`src/design/pttt_pkg.sv`:
```
// Package for the priority task timer table: sizes, mode and status codes, entry type.
// Used by the top level and the testbench; depends on nothing.
`default_nettype none
package pttt_pkg;
   localparam int TABLE_DEPTH = 16;
   localparam int MAX_RESULTS = 16;
   localparam int IDX_W = $clog2(TABLE_DEPTH);
   localparam int CNT_W = $clog2(TABLE_DEPTH + 1);
   localparam int DISP_W = $clog2(MAX_RESULTS + 1);

   localparam logic [2:0] MODE_ADD = 3'd0;
   localparam logic [2:0] MODE_REMOVE = 3'd1;
   localparam logic [2:0] MODE_TOUCH = 3'd2;
   localparam logic [2:0] MODE_TICK = 3'd3;
   localparam logic [2:0] MODE_UPDATE = 3'd4;
   localparam logic [2:0] MODE_EXISTS = 3'd5;

   localparam logic [1:0] STAT_OK = 2'd0;
   localparam logic [1:0] STAT_FULL = 2'd1;
   localparam logic [1:0] STAT_NOT_FOUND = 2'd2;

   typedef struct packed {
      logic [7:0] id;
      logic [15:0] interval;
      logic [15:0] countdown;
      logic rpt;
      logic [7:0] prio;
      logic active;
   } entry_type;

   localparam int ENTRY_W = $bits(entry_type);
endpackage
`default_nettype wire

```
`src/design/pttt_ram.sv`:
```
// Generic single-port-write, single-read RAM with registered read data.
// Stands alone; used by the timer table top level for the entry store.
`default_nettype none
module pttt_ram #(
   parameter int WIDTH = 8,
   parameter int DEPTH = 16
) (
   input wire logic clock,
   input wire logic wr_en,
   input wire logic [$clog2(DEPTH)-1:0] wr_addr,
   input wire logic [WIDTH-1:0] wr_data,
   input wire logic [$clog2(DEPTH)-1:0] rd_addr,
   output logic [WIDTH-1:0] rd_data
);
   logic [WIDTH-1:0] mem [DEPTH];

   always_ff @(posedge clock) begin
      if (wr_en) begin
         mem[wr_addr] <= wr_data;
      end
      rd_data <= mem[rd_addr];
   end
endmodule
`default_nettype wire

```
`src/design/priority_task_timer_table.sv`:
```
// Priority task timer table: top level with the sequencer that walks the entry RAM.
// Depends on pttt_pkg and pttt_ram.
// An add walks one entry past the table; an update walks the table twice.
// Throughput: one command at a time; busy stays high until its last result word is out.
// Reset empties the table and clears the tick counter; the receiver cannot stall results.
`default_nettype none
module priority_task_timer_table
   import pttt_pkg::*;
(
   input wire logic clock,
   input wire logic reset,
   input wire logic start,
   output logic busy,
   input wire logic [2:0] req_mode,
   input wire logic [7:0] req_task_id,
   input wire logic [15:0] req_interval,
   input wire logic req_repeat_req,
   input wire logic [7:0] req_priority_req,
   output logic rsp_strobe,
   output logic [1:0] rsp_status,
   output logic rsp_dispatch_valid,
   output logic [7:0] rsp_dispatch_id,
   output logic rsp_found,
   output logic [3:0] rsp_slot,
   output logic [4:0] rsp_task_count,
   output logic [31:0] rsp_elapsed_time,
   output logic rsp_last
);
   typedef enum logic [2:0] {
      ST_IDLE, ST_READ, ST_EVAL, ST_DONE
   } state_type;

   state_type state_ff;
   logic [2:0] mode_ff;
   logic [7:0] id_ff, pri_ff;
   logic [15:0] ivl_ff;
   logic rep_ff;
   logic [CNT_W-1:0] count_ff;
   logic [31:0] ticks_ff;
   // i_ff: read position; w_ff: write position (lags i_ff by the removals so far).
   logic [CNT_W-1:0] i_ff, w_ff;
   logic [CNT_W-1:0] pos_ff;
   logic hit_ff;
   logic [DISP_W-1:0] ndisp_ff;
   logic [1:0] status_ff;
   logic [IDX_W-1:0] slot_ff;
   logic found_ff;
   entry_type carry_ff;
   logic pend_ff;
   logic [7:0] pid_ff;
   // An update first counts the one-shot entries it will drop, then walks again to dispatch.
   logic pass_ff;
   logic [CNT_W-1:0] drop_ff;

   logic wr_en;
   logic [IDX_W-1:0] wr_addr, rd_addr;
   entry_type wr_data, rd_data;

   pttt_ram #(.WIDTH(ENTRY_W), .DEPTH(TABLE_DEPTH)) u_ram (
      .clock(clock), .wr_en(wr_en), .wr_addr(wr_addr), .wr_data(wr_data),
      .rd_addr(rd_addr), .rd_data(rd_data)
   );

   entry_type new_e, cur;
   logic in_range;
   always_comb begin
      new_e = '{id: id_ff, interval: ivl_ff, countdown: ivl_ff, rpt: rep_ff,
                prio: pri_ff, active: 1'b0};
      rd_addr = i_ff[IDX_W-1:0];
      in_range = i_ff < count_ff;
      wr_en = 1'b0;
      wr_addr = w_ff[IDX_W-1:0];
      cur = rd_data;
      wr_data = cur;
      if (state_ff == ST_EVAL) begin
         case (mode_ff)
            MODE_ADD: begin
               wr_en = 1'b1;
               wr_addr = i_ff[IDX_W-1:0];
               if (!hit_ff && (!in_range || cur.prio > pri_ff)) begin
                  wr_data = new_e;
               end else if (hit_ff) begin
                  wr_data = carry_ff;
               end else begin
                  wr_en = 1'b0;
               end
            end
            MODE_REMOVE: begin
               wr_en = hit_ff;
            end
            MODE_TOUCH: begin
               wr_en = !hit_ff && cur.id == id_ff;
               wr_addr = i_ff[IDX_W-1:0];
               wr_data.countdown = '0;
            end
            MODE_TICK: begin
               wr_en = 1'b1;
               if (cur.active && cur.countdown != '0) begin
                  wr_data.countdown = cur.countdown - 16'd1;
               end
            end
            MODE_UPDATE: begin
               if (pass_ff) begin
                  wr_data.active = 1'b1;
                  if (cur.countdown == '0 && ndisp_ff < DISP_W'(MAX_RESULTS)) begin
                     wr_data.countdown = cur.interval;
                     wr_en = cur.rpt;
                  end else begin
                     wr_en = 1'b1;
                  end
               end
            end
            default: wr_en = 1'b0;
         endcase
      end
   end

   always_ff @(posedge clock) begin
      if (reset) begin
         state_ff <= ST_IDLE;
         count_ff <= '0;
         ticks_ff <= '0;
         busy <= 1'b0;
         rsp_strobe <= 1'b0;
         pend_ff <= 1'b0;
      end else begin
         rsp_strobe <= 1'b0;
         case (state_ff)
            ST_IDLE: begin
               if (start) begin
                  mode_ff <= req_mode;
                  id_ff <= req_task_id;
                  ivl_ff <= req_interval;
                  rep_ff <= req_repeat_req;
                  pri_ff <= req_priority_req;
                  i_ff <= '0;
                  w_ff <= '0;
                  hit_ff <= 1'b0;
                  ndisp_ff <= '0;
                  status_ff <= STAT_OK;
                  slot_ff <= '0;
                  found_ff <= 1'b0;
                  pend_ff <= 1'b0;
                  pass_ff <= 1'b0;
                  drop_ff <= '0;
                  busy <= 1'b1;
                  if (req_mode == MODE_ADD && count_ff >= CNT_W'(TABLE_DEPTH)) begin
                     status_ff <= STAT_FULL;
                     state_ff <= ST_DONE;
                  end else if (req_mode > MODE_EXISTS) begin
                     state_ff <= ST_DONE;
                  end else begin
                     state_ff <= ST_READ;
                  end
               end
            end
            ST_READ: begin
               if (mode_ff == MODE_ADD ? (hit_ff && !in_range) : !in_range) begin
                  if (mode_ff == MODE_UPDATE && !pass_ff) begin
                     pass_ff <= 1'b1;
                     i_ff <= '0;
                     w_ff <= '0;
                     ndisp_ff <= '0;
                  end else begin
                     state_ff <= ST_DONE;
                  end
               end else begin
                  state_ff <= ST_EVAL;
               end
            end
            ST_EVAL: begin
               i_ff <= i_ff + 1'b1;
               w_ff <= w_ff + 1'b1;
               state_ff <= ST_READ;
               case (mode_ff)
                  MODE_ADD: begin
                     if (!hit_ff && (!in_range || cur.prio > pri_ff)) begin
                        hit_ff <= 1'b1;
                        slot_ff <= i_ff[IDX_W-1:0];
                        carry_ff <= cur;
                        count_ff <= count_ff + 1'b1;
                     end else if (hit_ff) begin
                        carry_ff <= cur;
                     end
                  end
                  MODE_REMOVE: begin
                     if (!hit_ff && cur.id == id_ff) begin
                        hit_ff <= 1'b1;
                        w_ff <= w_ff;
                     end
                  end
                  MODE_TOUCH, MODE_EXISTS: begin
                     if (cur.id == id_ff) begin
                        hit_ff <= 1'b1;
                        found_ff <= 1'b1;
                        state_ff <= ST_DONE;
                     end
                  end
                  MODE_TICK: ;
                  MODE_UPDATE: begin
                     if (cur.countdown == '0 && ndisp_ff < DISP_W'(MAX_RESULTS)) begin
                        ndisp_ff <= ndisp_ff + 1'b1;
                        if (!pass_ff) begin
                           if (!cur.rpt) begin
                              drop_ff <= drop_ff + 1'b1;
                           end
                        end else begin
                           if (pend_ff) begin
                              rsp_strobe <= 1'b1;
                              rsp_status <= STAT_OK;
                              rsp_dispatch_valid <= 1'b1;
                              rsp_dispatch_id <= pid_ff;
                              rsp_found <= 1'b0;
                              rsp_slot <= '0;
                              rsp_task_count <= 5'(count_ff - drop_ff);
                              rsp_elapsed_time <= ticks_ff;
                              rsp_last <= 1'b0;
                           end
                           pend_ff <= 1'b1;
                           pid_ff <= cur.id;
                           if (!cur.rpt) begin
                              w_ff <= w_ff;
                           end
                        end
                     end
                  end
                  default: state_ff <= ST_DONE;
               endcase
            end
            ST_DONE: begin
               state_ff <= ST_IDLE;
               busy <= 1'b0;
               rsp_strobe <= 1'b1;
               rsp_status <= status_ff;
               rsp_found <= 1'b0;
               rsp_slot <= 4'(slot_ff);
               rsp_dispatch_valid <= pend_ff;
               rsp_dispatch_id <= pend_ff ? pid_ff : 8'd0;
               rsp_last <= 1'b1;
               rsp_elapsed_time <= mode_ff == MODE_TICK ? ticks_ff + 32'd1 : ticks_ff;
               if (mode_ff == MODE_TICK) begin
                  ticks_ff <= ticks_ff + 32'd1;
               end
               rsp_task_count <= 5'(count_ff);
               if ((mode_ff == MODE_REMOVE || mode_ff == MODE_TOUCH) && !hit_ff) begin
                  rsp_status <= STAT_NOT_FOUND;
               end
               if (mode_ff == MODE_EXISTS) begin
                  rsp_found <= found_ff;
               end
               if (mode_ff == MODE_REMOVE && hit_ff) begin
                  count_ff <= count_ff - 1'b1;
                  rsp_task_count <= 5'(count_ff - 1'b1);
               end
               if (mode_ff == MODE_UPDATE) begin
                  count_ff <= w_ff;
                  rsp_task_count <= 5'(w_ff);
               end
            end
            default: state_ff <= ST_IDLE;
         endcase
      end
   end
endmodule
`default_nettype wire

```
`config.mk`:
```
export PLATFORM = sky130hd
export DESIGN_NAME = priority_task_timer_table
export DESIGN_NICKNAME = d
export VERILOG_FILES = /design/src/design/pttt_pkg.sv /design/src/design/pttt_ram.sv /design/src/design/priority_task_timer_table.sv
export SDC_FILE = /design/constraint.sdc
export NUM_CORES = 1
export LEC_CHECK = 0
export BUFFER_PORTS_ARGS = -buffer_cell sky130_fd_sc_hd__buf_2
export CORE_MARGIN = 2
export CORE_UTILIZATION = 43
export DETAILED_ROUTE_END_ITERATION = 10
export SLEW_MARGIN = 20
export SYNTH_ARGS = -nofsm -noshare
export SYNTH_HDL_FRONTEND = slang
export SYNTH_HIERARCHICAL = 1
export SYNTH_SLANG_ARGS = --single-unit
```
`constraint.sdc`:
```
create_clock -name clock -period 8.15 [get_ports clock]
set_input_delay 2.0375 -clock clock [delete_from_list [all_inputs] [get_ports clock]]
set_output_delay 2.0375 -clock clock [all_outputs]
set_load 0.02 [all_outputs]
```
**Word-level counts from Yosys, hierarchy flattened**

Memory sizes are Yosys's and may differ from the RTL's. A register that Yosys moved wholly into a read port is not among the register bits.
Index checks and enable logic that the tools add are counted.

- Shift operators: 0
- Magnitude comparators: 5
- Equal/unequal tests: 29
- Div/mod/pow operators: 0
- $add $sub $neg: 9
- Bitwise operators: 1
- Reduce and logical (&&, ||, !) cells: 44
- Muxes and demuxes: 122
- Multiply operators: 0

Operators by type and width:

| operator | count |
|---|---|
| $mux 50 | 5 |
| $mux 32 | 5 |
| $mux 5 | 21 |
| $pmux 16 s4 | 1 |
| $pmux 32 s2 | 1 |
| $mux 16 | 3 |
| $pmux 5 s3 | 3 |
| $mux 8 | 5 |
| $pmux 5 s2 | 4 |
| $mux 4 | 9 |
| $mux 1 | 34 |
| $add 32x1->32 const B | 1 |
| $reduce_and 5->1 | 6 |
| $reduce_and 7->1 | 4 |
| $add 5x1->5 const B | 5 |
| $mux 24 | 1 |
| $pmux 1 s2 | 10 |
| $logic_not 16->1 | 1 |
| $mux 2 | 8 |
| $pmux 4 s2 | 2 |
| $pmux 8 s2 | 1 |
| $reduce_bool 16->1 | 1 |
| $sub 16x1->16 const B | 1 |
| $ne 3x3->1 const B | 5 |
| other kinds (34) | 73 |

- Bits of input ports: 39
- Word-level logic and storage cells: 246
- Register bits after elaboration: 220
- Output and inout bits: 56
- Memories kept: 1
- Latch bits: 0
- ROM bits: 0
- RAM bits: 800

Memories:

| memory | depth | bits a word | rd ports | clocked after Yosys merged registers in | wr ports | RTL line | text |
|---|---|---|---|---|---|---|---|
| u_ram.mem | 16 | 50 | 1 | 1 | 1 | pttt_ram.sv:15 | `logic [WIDTH-1:0] mem [DEPTH];` |

**Logic depth before layout (Yosys ltp)**

Gate-level depths: netlist of run 1.

- Word-level depth: 9
- Gate-level depth with buffers: 12
- Mapped depth without buffers: 10

**By module**

Netlist of run 1, hierarchy kept.

By module, submodules not included:

| module | area each (µm²) | cells an instance | times used |
|---|---|---|---|
| pttt_ram | 30910.9 | 1294 | 1 |
| priority_task_timer_table | 10938.0 | 977 | 1 |

**Worst setup path before layout of run 1**

Ideal clock, no wire load.

- Path kind: input to register
- Start: in reset
- End: reg rsp_dispatch_id[0], enable pin
- Data required time: 7.607 ns
- Stages: 3
- Arrival: 6.394 ns
- Path buffers: 1
- Path slack: 1.213 ns
- Library setup time: 0.543 ns
- Cells stage by stage: clkbuf_1 > nand2b_1 > nor3b_1

- Word-level cells in the longest chain between the ends: 2

RTL lines:

| item | RTL line | text |
|---|---|---|
| start: declaration | priority_task_timer_table.sv:11 | `input wire logic reset,` |
| $not 1->1 (no line) | - |  |
| $reduce_and 6->1 (no line) | - |  |
| end signal: assignment | priority_task_timer_table.sv:212 | `rsp_dispatch_id <= pid_ff;` |
| end signal: assignment | priority_task_timer_table.sv:238 | `rsp_dispatch_id <= pend_ff ? pid_ff : 8'd0;` |
| end: declaration | priority_task_timer_table.sv:22 | `output logic [7:0] rsp_dispatch_id,` |

No other way between the ends.
A chain may end at the register's enable or synchronous reset.

**Worst setup path in the final report of run 1**

- Start: reg id_ff[7]
- End: mem u_ram/mem[9][35] in the netlist's numbering, enable pin

- Word-level cells in the longest chain between the ends: 6

RTL lines:

| item | RTL line | text |
|---|---|---|
| start: declaration | priority_task_timer_table.sv:35 | `logic [7:0] id_ff, pri_ff;` |
| start signal: assignment | priority_task_timer_table.sv:132 | `id_ff <= req_task_id;` |
| $eq 8x8->1 | priority_task_timer_table.sv:92 | `wr_en = !hit_ff && cur.id == id_ff;` |
| $logic_and 1x1->1 | priority_task_timer_table.sv:92 |  |
| $pmux 1 s5 | priority_task_timer_table.sv:76 | `case (mode_ff)` |
| $mux 1 | priority_task_timer_table.sv:75 | `if (state_ff == ST_EVAL) begin` |
| net wr_en | priority_task_timer_table.sv:55 | `logic wr_en;` |
| $mux 1 | pttt_ram.sv:18 | `if (wr_en) begin` |
| $mux 1 (not written as such) | pttt_ram.sv:19 | `mem[wr_addr] <= wr_data;` |
| end: declaration | pttt_ram.sv:15 |  |

The timed path passes the listed nets, and every way through them passes these cells.

==> results by group, run 1 <==
Status
  • Status: finished clean

Floorplanning
  • Die X-Extent: 316 um
  • Initial Util: 0.433
  • Core ar.: between 0.09 and 0.1 sq mm
  • Cell row count: around 110
  • Die area: around 0.10 sq mm
  • Die Height: roughly 320 um
  • Io pins: 95

STA
  • Final Cycle Share: 0.604
  • Setup-failing EPs final: 0
  • RSZ-0062 raised after global routing: no
  • Fmax: slightly above 200 MHz
  • Post-layout minimum cycle time: just under 5 ns
  • Worst Max-Slew Pin Slew: roughly 1.0 ns
  • Rel. slew slack: 0.300
  • Clk_skew: between 0.02 and 0.025 ns
  • Setup TNS Final: 0 ns
  • Hold Fails Final Rpt: 0
  • Fin. max-slew vios: 0
  • Hold Slack: around 0.46 ns

Yosys
  • Main synth FF type: edfxtp_1
  • Synth async-reset ratio: 0
  • Cells taking the most area after synthesis: edfxtp_1 70%, mux4_2 11%, dfxtp_1 4.4%, a22oi_1 1.8%, o22ai_1 1.0%
  • Syn Nets: about 2300
  • Cells after synthesis: about 2300
  • Synth warn: 6
  • Synth cell types: between 70 and 80
  • Synthesized area: around 0.042 sq mm
  • Synthesized flop and latch total: about 1100
  • Post-synth EDFFs: around 980
  • Post-synth top area cell: edfxtp_1
  • Seq/Total Area, Yosys: 0.744
  • Yosys top cell area share: 0.700
  • Syn_area_per_cell: roughly 18 sq um

Power
  • Power per cell area: ~250 mW/mm^2
  • VDD IR max: 0.165 mV
  • Pleak: 0.0155 uW

Finish
  • Area of the multi-input gates: between 0.01 and 0.015 sq mm
  • Share of post-route cells with drive strength above 1: 0.238
  • Post-layout nets: about 2500
  • # fillers: just under 8000
  • Register area: a little over 0.03 sq mm
  • Area Overhead vs Synth: 14.1%

Route
  • Initial DRC count: ~2500
  • Final ANT Viol Nets: 0
  • Drt wl/cell: between 20 and 30 um
  • Detailed-route DRC error count: 0
  • Vias/cell: about 6
  • WL final: 99800 um
  • Vias post-DR: approximately 22000
  • Drt first pass iters: 5

Global routing
  • Grt met1 use: 0.293
  • Total GRT Usage: 0.201
  • Met2 usage: 0.317
  • Initial antenna violation count: 2
  • Largest net degree at the start of global routing: 64
  • Global Route met3 Usage: 0.0354
  • Vias in the first global route: roughly 22000
  • Gr ovfl total: 0
  • First-pass GRT wire length: 148000 um
  • Busiest layer in global routing: met2

Setup path
  • Arr. time, crit path: 5.22 ns
  • CP required: 8.44 ns
  • Crit path capture type: flip-flop
  • Critical path type: reg -> reg
  • Crit-path max FO: 34
  • Setup crit start kind: flip-flop

Flow run
  • Number of max-cap violations: 0

Clock tree
  • Setup Fix Bufs, Post-CTS: 0
  • Clock Path Buffers: 3
  • Clock Latency Late Sink: slightly below 0.7 ns
  • Clk pin slew, worst setup/hold paths: around 0.060 ns
  • Cts hold-fix bufs: 0
  • Clk sinks: 1068
  • H-tree Lvls: 3
  • CTS root buffer: clkbuf_16
  • Number of CTS-inserted buffers: between 100 and 150
  • CTS tree: yes
  • Resized Gates After CTS: 0

Place
  • Routability Congestion: 0.865
  • PortBufs: 94
  • DP HPWL: 60300 um

Worst hold path
  • Min-Delay Path Class: reg -> reg
==> Yosys cell counts (6+ instances only) <==
master,count
a21oi_1,61
clkbuf_1,75
o31ai_1,15
a211oi_1,10
inv_1,31
nor2_1,85
a22oi_1,100
buf_2,24
o221ai_1,11
mux4_2,200
or3_1,8
nand2_1,89
buf_4,10
nor2b_1,40
a31oi_1,7
nand3_1,36
nor3_1,25
buf_1,14
o21ai_0,29
xnor2_1,27
xor2_1,31
nor4_1,16
nand2b_1,10
a211o_1,8
and4_1,6
edfxtp_1,976
ha_1,24
nand4_1,16
and2_1,18
and3_1,17
dfxtp_1,92
o22ai_1,70
==> cell usage in the layout (no fill, tap or decap), drive strengths merged, types with 12 or more instances in the layout <==
cell / instances
and2: 18
nor2: 85
o21ai: 30
nor4: 21
a21oi: 61
inv: 35
o31ai: 16
edfxtp: 976
nor2b: 40
and3: 17
o22ai: 70
a22oi: 100
xnor2: 27
mux4: 200
clkbuf: 153
ha: 24
dfxtp: 92
a211oi: 12
nand2: 89
nand3: 36
xor2: 31
nand4: 16
nor3: 26
clkinv: 34
buf: 154
==> power by group <==
group	internal [uW]	switching [uW]
registers	6170	92.0
logic	248	522
clock network	2910	2060
total	9330	2670
==> state kept, by name (all words and copies together), names as in the netlist, 8 cells and up <==
register and cells:
carry_ff 50, id_ff 8, ivl_ff 16, pid_ff 8, pri_ff 8, rsp_dispatch_id 8
rsp_elapsed_time 32, ticks_ff 32, u_ram/mem 800, u_ram/rd_data 50
==> kinds of logic (layout without fill, tap and decap cells) <==
kind of cell	after synthesis	after routing	synth area share
DFF	1068	1068	0.744
and+or+nand+nor	395	395	0.0503
AOI/OAI and AO/OA	357	357	0.0592
xor gates and xnor gates	58	58	0.0121
muxes	210	210	0.110
buffers and inverters	158	394	0.0162
adders and majority gates	25	25	0.00765
other	0	1	0
==> layout make-up <==
type / count / share of cell area
Antenna cell: 1 / 0.0000524
Clock buffer: 152 / 0.0642
Clock inverter: 55 / 0.0113
Inverter: 32 / 0.00252
Multi-Input combinational cell: 1045 / 0.216
Sequential cell: 1068 / 0.652
Tap cell: 1276 / 0.0334
Timing Repair Buffer: 155 / 0.0199
==> routing by layer <==
metal / share of wire / up-vias
met5: 0 / -
met4: 0.021 / 0
met3: 0.073 / 155
met2: 0.47 / 906
met1: 0.43 / 11600
li1: - / 9570
==> path summary, 6_finish.rpt <==
path / from / slack, ns / cells after the start / end
max: id_ff[7]$_DFFE_PP_ / 3.23 / 9 / u_ram/mem[9][35]$_DFFE_PP_
min: busy$_SDFFE_PP0P_ / 0.46 / 1 / busy$_SDFFE_PP0P_
max reg2reg: id_ff[7]$_DFFE_PP_ / 3.23 / 9 / u_ram/mem[9][35]$_DFFE_PP_
min reg2reg: busy$_SDFFE_PP0P_ / 0.46 / 1 / busy$_SDFFE_PP0P_
==> worst max-delay path, stage by stage (launching register included) <==
cell	delay (ns)
edfxtp_1	0.41
xor2_1	0.18
nor4_1	0.86
nand2_1	0.32
nor2_1	0.26
o221ai_1	0.13
a31oi_1	0.43
nand3b_1	0.39
nor2_4	0.76
buf_4	0.68
==> metrics by stage <==
stage	util	power [uW]	cells	setup slack, ns	area, sq um
2_1_floorplan	-	6830	2271	1.21	41800
3_3_place_gp	0.455	7110	3573	3.30	44000
3_5_place_dp	0.456	7140	3574	3.21	44000
4_1_cts	0.493	12100	3781	3.17	47600
5_1_grt	0.494	12400	3783	2.90	47700
6_report	0.494	12000	3784	3.23	47700
No activity file was read; power rests on OpenSTA's default activity.
==> run 2: changes to the inputs <==
==> constraint.sdc (replaced) <==
create_clock -name clock -period 4.4 [get_ports clock]
set_input_delay 1.1 -clock clock [delete_from_list [all_inputs] [get_ports clock]]
set_output_delay 1.1 -clock clock [all_outputs]
set_load 0.02 [all_outputs]
==> results by group, run 2 (synthesis gave the netlist of run 1 again) <==
Status
  • Status: finished clean

Finish
  • Max reg flops: 800 (unchanged)
  • Post-layout nets: 2530 (+2.2%)
  • Biggest registers after layout: u_ram/mem (800), carry_ff (50), u_ram/rd_data (50)
  • Area Overhead vs Synth: 15.3%
  • Most frequent cells in the layout: 976 x edfxtp_1, 200 x mux4_2, 110 x clkbuf_16
  • Most flops, register: u_ram/mem
  • Share of post-route cells with drive strength above 1: 0.242 (+0.00415)
  • # diodes: 0 (-1)
  • # fillers: 7773 (-1.3%)
  • Commonest non-fill, non-tap cell in the layout: edfxtp_1

Worst hold path
  • Hold path startpoint: u_ram/rd_data[1]$_DFF_P_
  • Min-Delay Path Class: reg -> reg

STA
  • RSZ-0062 raised after global routing: no
  • Hold Fails Final Rpt: 0 (unchanged)
  • Post-layout minimum cycle time: 3.84 ns (-1.08 ns)
  • Rel. slew slack: 0.269 (-0.0310)
  • Fin. max-slew vios: 0 (unchanged)
  • Worst Max-Slew Pin Slew: 1.10 ns (+0.0498 ns)
  • Clk_skew: 0.0424 ns (+0.0180 ns)
  • Fmax: 260 MHz (+28%)
  • Hold Slack: 0.498 ns (+0.0429 ns)
  • Setup-failing EPs final: 0 (unchanged)
  • Final Cycle Share: 0.873 (+0.269)

Setup path
  • Crit-path max FO: 23 (-32%)
  • Critical Path Start: i_ff[2]$_SDFFCE_PN0P_
  • RR Endpoint: u_ram/mem[8][20]$_DFFE_PP_
  • CP required: 4.70 ns (-3.74 ns)
  • Setup crit start kind: flip-flop
  • Crit path capture type: flip-flop
  • R2R cell count: 12 (+3)
  • Worst R2R Setup Slack: 0.56 ns (-2.67 ns)
  • Crit path to: u_ram/mem[8][20]$_DFFE_PP_
  • Critical path type: reg -> reg
  • Reg2Reg Launch Point: i_ff[2]$_SDFFCE_PN0P_
  • Arr. time, crit path: 4.14 ns (-1.08 ns)

Power
  • Design Power: 22100 uW (+84%)
  • VDD IR max: 0.307 mV (+86%)
  • Power per cell area: 458 mW/mm^2 (+82%)
  • Comb pwr share: 0.065 (about the same)
  • Sw Ratio: 0.221 (-0.00190)
  • Pleak: 0.0158 uW (+1.9%)
  • Clock Power Share: 0.409 (-0.005)
  • Int Power: 17200 uW (+84%)
  • Switch Pwr: 4870 uW (+82%)
  • Register share of total power: 0.525 (+0.003)

Flow run
  • Number of max-cap violations: 0 (unchanged)

Route
  • Initial DRC count: 2428 (-4.3%)
  • WL final: 101000 um (+0.98%)
  • Vias post-DR: 22400 (+0.53%)
  • Drt first pass iters: 6 (+1)
  • Final ANT Viol Nets: 0 (unchanged)
  • Vias/cell: 5.84 (-0.81%)
  • Drt wl/cell: 26.3 um (-0.36%)
  • Detailed-route DRC error count: 0 (unchanged)

Global routing
  • Vias in the first global route: 22800 (+1.6%)
  • Total GRT Usage: 0.203 (+0.00167)
  • Met2 usage: 0.330 (+0.0130)
  • First-pass GRT wire length: 149000 um (+1.1%)
  • Gr ovfl total: 0 (unchanged)
  • Largest net degree at the start of global routing: 143 (+120%)
  • Grt met1 use: 0.288 (-0.00490)
  • Global Route met3 Usage: 0.0325 (-0.00282)
  • Busiest layer in global routing: met2
  • Initial antenna violation count: 1 (-1)

Clock tree
  • Clock Path Buffers: 3 (unchanged)
  • Clock Latency Late Sink: 0.69 ns (about the same)
  • CTS tree: yes
  • H-tree Lvls: 3 (unchanged)
  • Clk sinks: 1068 (unchanged)
  • Setup Fix Bufs, Post-CTS: 0 (unchanged)
  • Cts hold-fix bufs: 0 (unchanged)
  • CTS root buffer: clkbuf_16
  • Number of CTS-inserted buffers: 108 (-0.92%)
  • Resized Gates After CTS: 0 (unchanged)
  • Clk pin slew, worst setup/hold paths: 0.06 ns (about the same)

Floorplanning
  • Initial Util: 0.433 (unchanged)
  • Die X-Extent: 316 um (unchanged)
  • Die area: 0.0998 sq mm (unchanged)
  • Io pins: 95 (unchanged)
  • Die Height: 316 um (unchanged)
  • Core ar.: 0.0966 sq mm (unchanged)
  • Cell row count: 114 (unchanged)

Place
  • PortBufs: 94 (unchanged)
  • Routability Congestion: 0.905 (+4.6%)
  • DP HPWL: 59600 um (-1.2%)
## run 2: cell types whose count changed in the layout (fill, tap and decap cells not counted), moves of 4 or more
cell      change
buf_4        +36
clkbuf_8      -5
clkbuf_1      -5
buf_12       +21
nor3_2        -4
a21oi_1      +20
nor3_4        +4
clkinv_1      +9
a21oi_2      -20
## run 2: stage by stage
step           setup slack (ns)  TNS (ns)  cell area [sq um]  cells  utilization
2_1_floorplan            -0.919   -175.11              41900   2271            -
3_3_place_gp              0.725         0              44700   3630        0.463
3_5_place_dp              0.663         0              44700   3631        0.463
4_1_cts                   0.634         0              48200   3834        0.499
5_1_grt                   0.433         0              48200   3835        0.500
6_report                  0.560         0              48200   3835        0.500
## run 2: power by group through the flow
stage / sequential (uW) / combinational [uW] / clock, uW
after floorplan: 11700 / 925 / 0
after global placement: 11800 / 1400 / 0
final: 11600 / 1440 / 9040
after global routing: 11600 / 1570 / 9600
after CTS: 11600 / 1440 / 9230
after detailed placement: 11800 / 1440 / 0
## run 2: layer usage
layer / wire length (um) / share of wire / vias to the layer above
met1: 43600 / 0.43 / 11700
li1: - / - / 9688
met3: 6380 / 0.063 / 142
met4: 1970 / 0.020 / 0
met5: 0 / 0 / -
met2: 48800 / 0.48 / 865
## run 2: worst max-delay path: stages (launching register included)
cell and delay, ns:
edfxtp_1 0.58, ha_1 0.38, a21oi_1 0.06, nor2_1 0.18, a211oi_2 0.08, buf_4 0.18, nand3_2 0.07, buf_4 0.23
o21ai_0 0.09, a31oi_1 0.43, nand3b_1 0.40, nor3_4 0.30, buf_4 0.47
## run 2: area by class of cell
| class | count | area [sq um] | area share |
|---|---|---|---|
| flip-flops and latches | 1068 | 31100 | 0.646 |
| repair buffers | 211 | 1610 | 0.0334 |
| clock buffers | 140 | 2930 | 0.0606 |
| clock inverters | 63 | 609 | 0.0126 |
| inverters | 32 | 120 | 0.00249 |
| well taps | 1276 | 1600 | 0.0331 |
| multi-input cells | 1045 | 10200 | 0.212 |
## run 2: how the worst min path moves through the flow
| stage | slack [ns] | endpoint | cells past startpoint |
|---|---|---|---|
| after CTS | 0.50 | carry_ff[1]$_DFFE_PP_ | 0 |
| after global routing | 0.51 | busy$_SDFFE_PP0P_ | 1 |
| after floorplan | 0.40 | carry_ff[24]$_DFFE_PP_ | 0 |
| after global placement | 0.47 | carry_ff[8]$_DFFE_PP_ | 0 |
| after detailed placement | 0.48 | carry_ff[1]$_DFFE_PP_ | 0 |
| final | 0.50 | carry_ff[1]$_DFFE_PP_ | 0 |
==> run 3: changes to the inputs <==
--- a/config.mk
+++ b/config.mk
@@ -9,6 +9,7 @@
 export CORE_MARGIN = 2
 export CORE_UTILIZATION = 43
 export DETAILED_ROUTE_END_ITERATION = 10
+export SKIP_LAST_GASP = 1
 export SLEW_MARGIN = 20
 export SYNTH_ARGS = -nofsm -noshare
 export SYNTH_HDL_FRONTEND = slang
==> constraint.sdc (replaced) <==
create_clock -name clock -period 3.3 [get_ports clock]
set_input_delay 0.165 -clock clock [delete_from_list [all_inputs] [get_ports clock]]
set_output_delay 0.165 -clock clock [all_outputs]
set_load 0.02 [all_outputs]
==> results by group, run 3 (synthesis gave the netlist of run 1 again) <==
STA
  • Setup TNS Final: 0 ns (unchanged)
  • Post-layout minimum cycle time: 3.24 ns (-0.597 ns)
  • Setup-failing EPs final: 0 (unchanged)
  • Final Cycle Share: 0.983 (+0.110)
  • Worst Max-Slew Pin Slew: 1.10 ns (+0.00685 ns)
  • Clk_skew: 0.0455 ns (+0.00309 ns)
  • RSZ-0062 raised after global routing: yes
  • Fin. max-slew vios: 0 (unchanged)
  • Rel. slew slack: 0.265 (-0.00456)
  • Hold Fails Final Rpt: 0 (unchanged)
  • Fmax: 308 MHz (+18%)
  • Hold Slack: 0.178 ns (-0.320 ns)

Finish
  • Share of post-route cells with drive strength above 1: 0.263 (+0.0207)
  • Most frequent cells in the layout: 976 x edfxtp_1, 200 x mux4_2, 114 x clkbuf_16, 114 x buf_4, 100 x a22oi_1
  • Biggest registers after layout: u_ram/mem (800), carry_ff (50), u_ram/rd_data (50)
  • Post-layout nets: 2619 (+3.5%)
  • Max reg flops: 800 (unchanged)
  • Area Overhead vs Synth: 18.9%
  • Commonest non-fill, non-tap cell in the layout: edfxtp_1
  • Final instance area: 0.0498 sq mm (+3.2%)
  • Most flops, register: u_ram/mem
  • Final core occ: 0.515 (+0.0158)

Route
  • Drt wl/cell: 26.9 um (+2.5%)
  • Vias post-DR: 23000 (+2.7%)
  • Initial DRC count: 2053 (-15%)
  • Drt first pass iters: 6 (unchanged)
  • Vias/cell: 5.86 (+0.34%)
  • WL final: 106000 um (+4.9%)
  • Detailed-route DRC error count: 0 (unchanged)
  • Final ANT Viol Nets: 0 (unchanged)

Global routing
  • Largest net degree at the start of global routing: 114 (-20%)
  • Total GRT Usage: 0.211 (+0.00867)
  • Initial antenna violation count: 2 (+1)
  • First-pass GRT wire length: 155000 um (+3.6%)
  • Vias in the first global route: 23200 (+1.7%)
  • Gr ovfl total: 0 (unchanged)

Clock tree
  • Clk pin slew, worst setup/hold paths: 0.06 ns (about the same)
  • CTS root buffer: clkbuf_16
  • Number of CTS-inserted buffers: 107 (-0.93%)
  • Clock Path Buffers: 3 (unchanged)
  • Clk sinks: 1068 (unchanged)
  • H-tree Lvls: 3 (unchanged)
  • Clock Latency Late Sink: 0.69 ns (about the same)
  • CTS tree: yes

Place
  • DP HPWL: 62900 um (+5.5%)
  • PortBufs: 94 (unchanged)
  • Area after DPL: 0.0454 sq mm (+1.5%)
  • Routability Congestion: 0.926 (+2.4%)

Power
  • Register share of total power: 0.509 (-0.016)
  • Pleak: 0.0165 uW (+4.4%)
  • Int Power: 23700 uW (+37%)
  • Clock Power Share: 0.421 (+0.012)
  • Power per cell area: 610 mW/mm^2 (+33%)
  • Comb pwr share: 0.070 (+0.005)
  • VDD IR max: 0.450 mV (+47%)
  • Switch Pwr: 6690 uW (+37%)
  • Design Power: 30400 uW (+37%)
  • Sw Ratio: 0.220 (about the same)

Setup path
  • Critical path type: reg -> reg
  • CP required: 3.75 ns (-0.95 ns)
  • Crit path capture type: flip-flop
  • Setup crit start kind: flip-flop
  • R2R cell count: 10 (-2)
  • Arr. time, crit path: 3.69 ns (-0.45 ns)
  • Crit-path max FO: 6 (-74%)

Worst hold path
  • Min-Delay Path Class: in -> reg
  • Worst Hold Depth: 2 (+2)

Floorplanning
  • Die area: 0.0998 sq mm (unchanged)
  • Cell row count: 114 (unchanged)
  • Core ar.: 0.0966 sq mm (unchanged)
  • Die Height: 316 um (unchanged)
  • Initial Util: 0.433 (unchanged)
  • Die X-Extent: 316 um (unchanged)
  • Io pins: 95 (unchanged)

Flow run
  • Number of max-cap violations: 0 (unchanged)

Status
  • Status: finished clean
run 3: changes by cell type in the layout (fill, tap and decap cells not counted), moves of 3 or more:
cell,previous run,this run
clkinv_2,16,23
bufinv_16,10,17
clkinv_1,23,13
buf_12,21,48
clkbuf_16,110,114
dlygate4sd3_1,0,39
clkinvlp_4,7,4
buf_4,95,114
run 3: through the flow:
stage	cells	worst slack [ns]
CTS	3917	0.0132
global placement	3674	0.0187
global route	3926	-0.0266
floorplan	2271	-0.700
finish	3927	0.0565
detailed placement	3674	0.0500
run 3: worst paths after layout:
| check | from | end | slack (ns) |
|---|---|---|---|
| hold reg to reg | busy$_SDFFE_PP0P_ | busy$_SDFFE_PP0P_ | 0.49 |
| setup / recovery | pri_ff[5]$_DFFE_PP_ | slot_ff[2]$_SDFFCE_PN0P_ | 0.06 |
| hold / removal | req_interval[2] | ivl_ff[2]$_DFFE_PP_ | 0.18 |
| setup reg to reg | pri_ff[5]$_DFFE_PP_ | slot_ff[2]$_SDFFCE_PN0P_ | 0.06 |
run 3: area by class of cell:
type / count / area [sq um]
antenna: 1 / 2.50
clock buffer: 140 / 2950
clock inverter: 64 / 823
fill: 7626 / 46800
inverter: 32 / 120
multi-input combinational: 1045 / 10300
sequential: 1068 / 31200
tap: 1276 / 1600
timing repair buffer: 301 / 2820
run 3: metal layers:
layer / share of wire / GRT usage / vias up
met5: 0 / 0 / -
met4: 0.020 / 0.0504 / 0
met3: 0.073 / 0.0378 / 136
met2: 0.47 / 0.332 / 921
met1: 0.44 / 0.308 / 12100
li1: - / - / 9878
run 3: critical path, cell delays in order (launching register included):
cell and delay, ns:
edfxtp_1 0.36, inv_1 0.05, ha_1 0.29, nand4_1 0.24, nor2_2 0.26, nor2b_1 0.17, buf_4 0.20, buf_4 0.15
o31ai_1 0.73, a21boi_0 0.32, buf_4 0.23
run 3: power by group through the flow:
| stage | Sequential (uW) | Clock (uW) | Combinational (uW) |
|---|---|---|---|
| final | 15400 | 12800 | 2130 |
| after global placement | 15700 | 0 | 2020 |
| after global routing | 15500 | 13500 | 2300 |
| after floorplan | 15600 | 0 | 1260 |
| after detailed placement | 15700 | 0 | 2070 |
| after CTS | 15400 | 13000 | 2120 |
run 3: what timing repair did:
item | 4_1_cts | 5_1_grt
setup buffers | 0 | 5
setup endpoints to repair | 0 | 481
resized for setup | 0 | 9
hold buffers | 39 | 0
hold endpoints to repair | 41 | 0
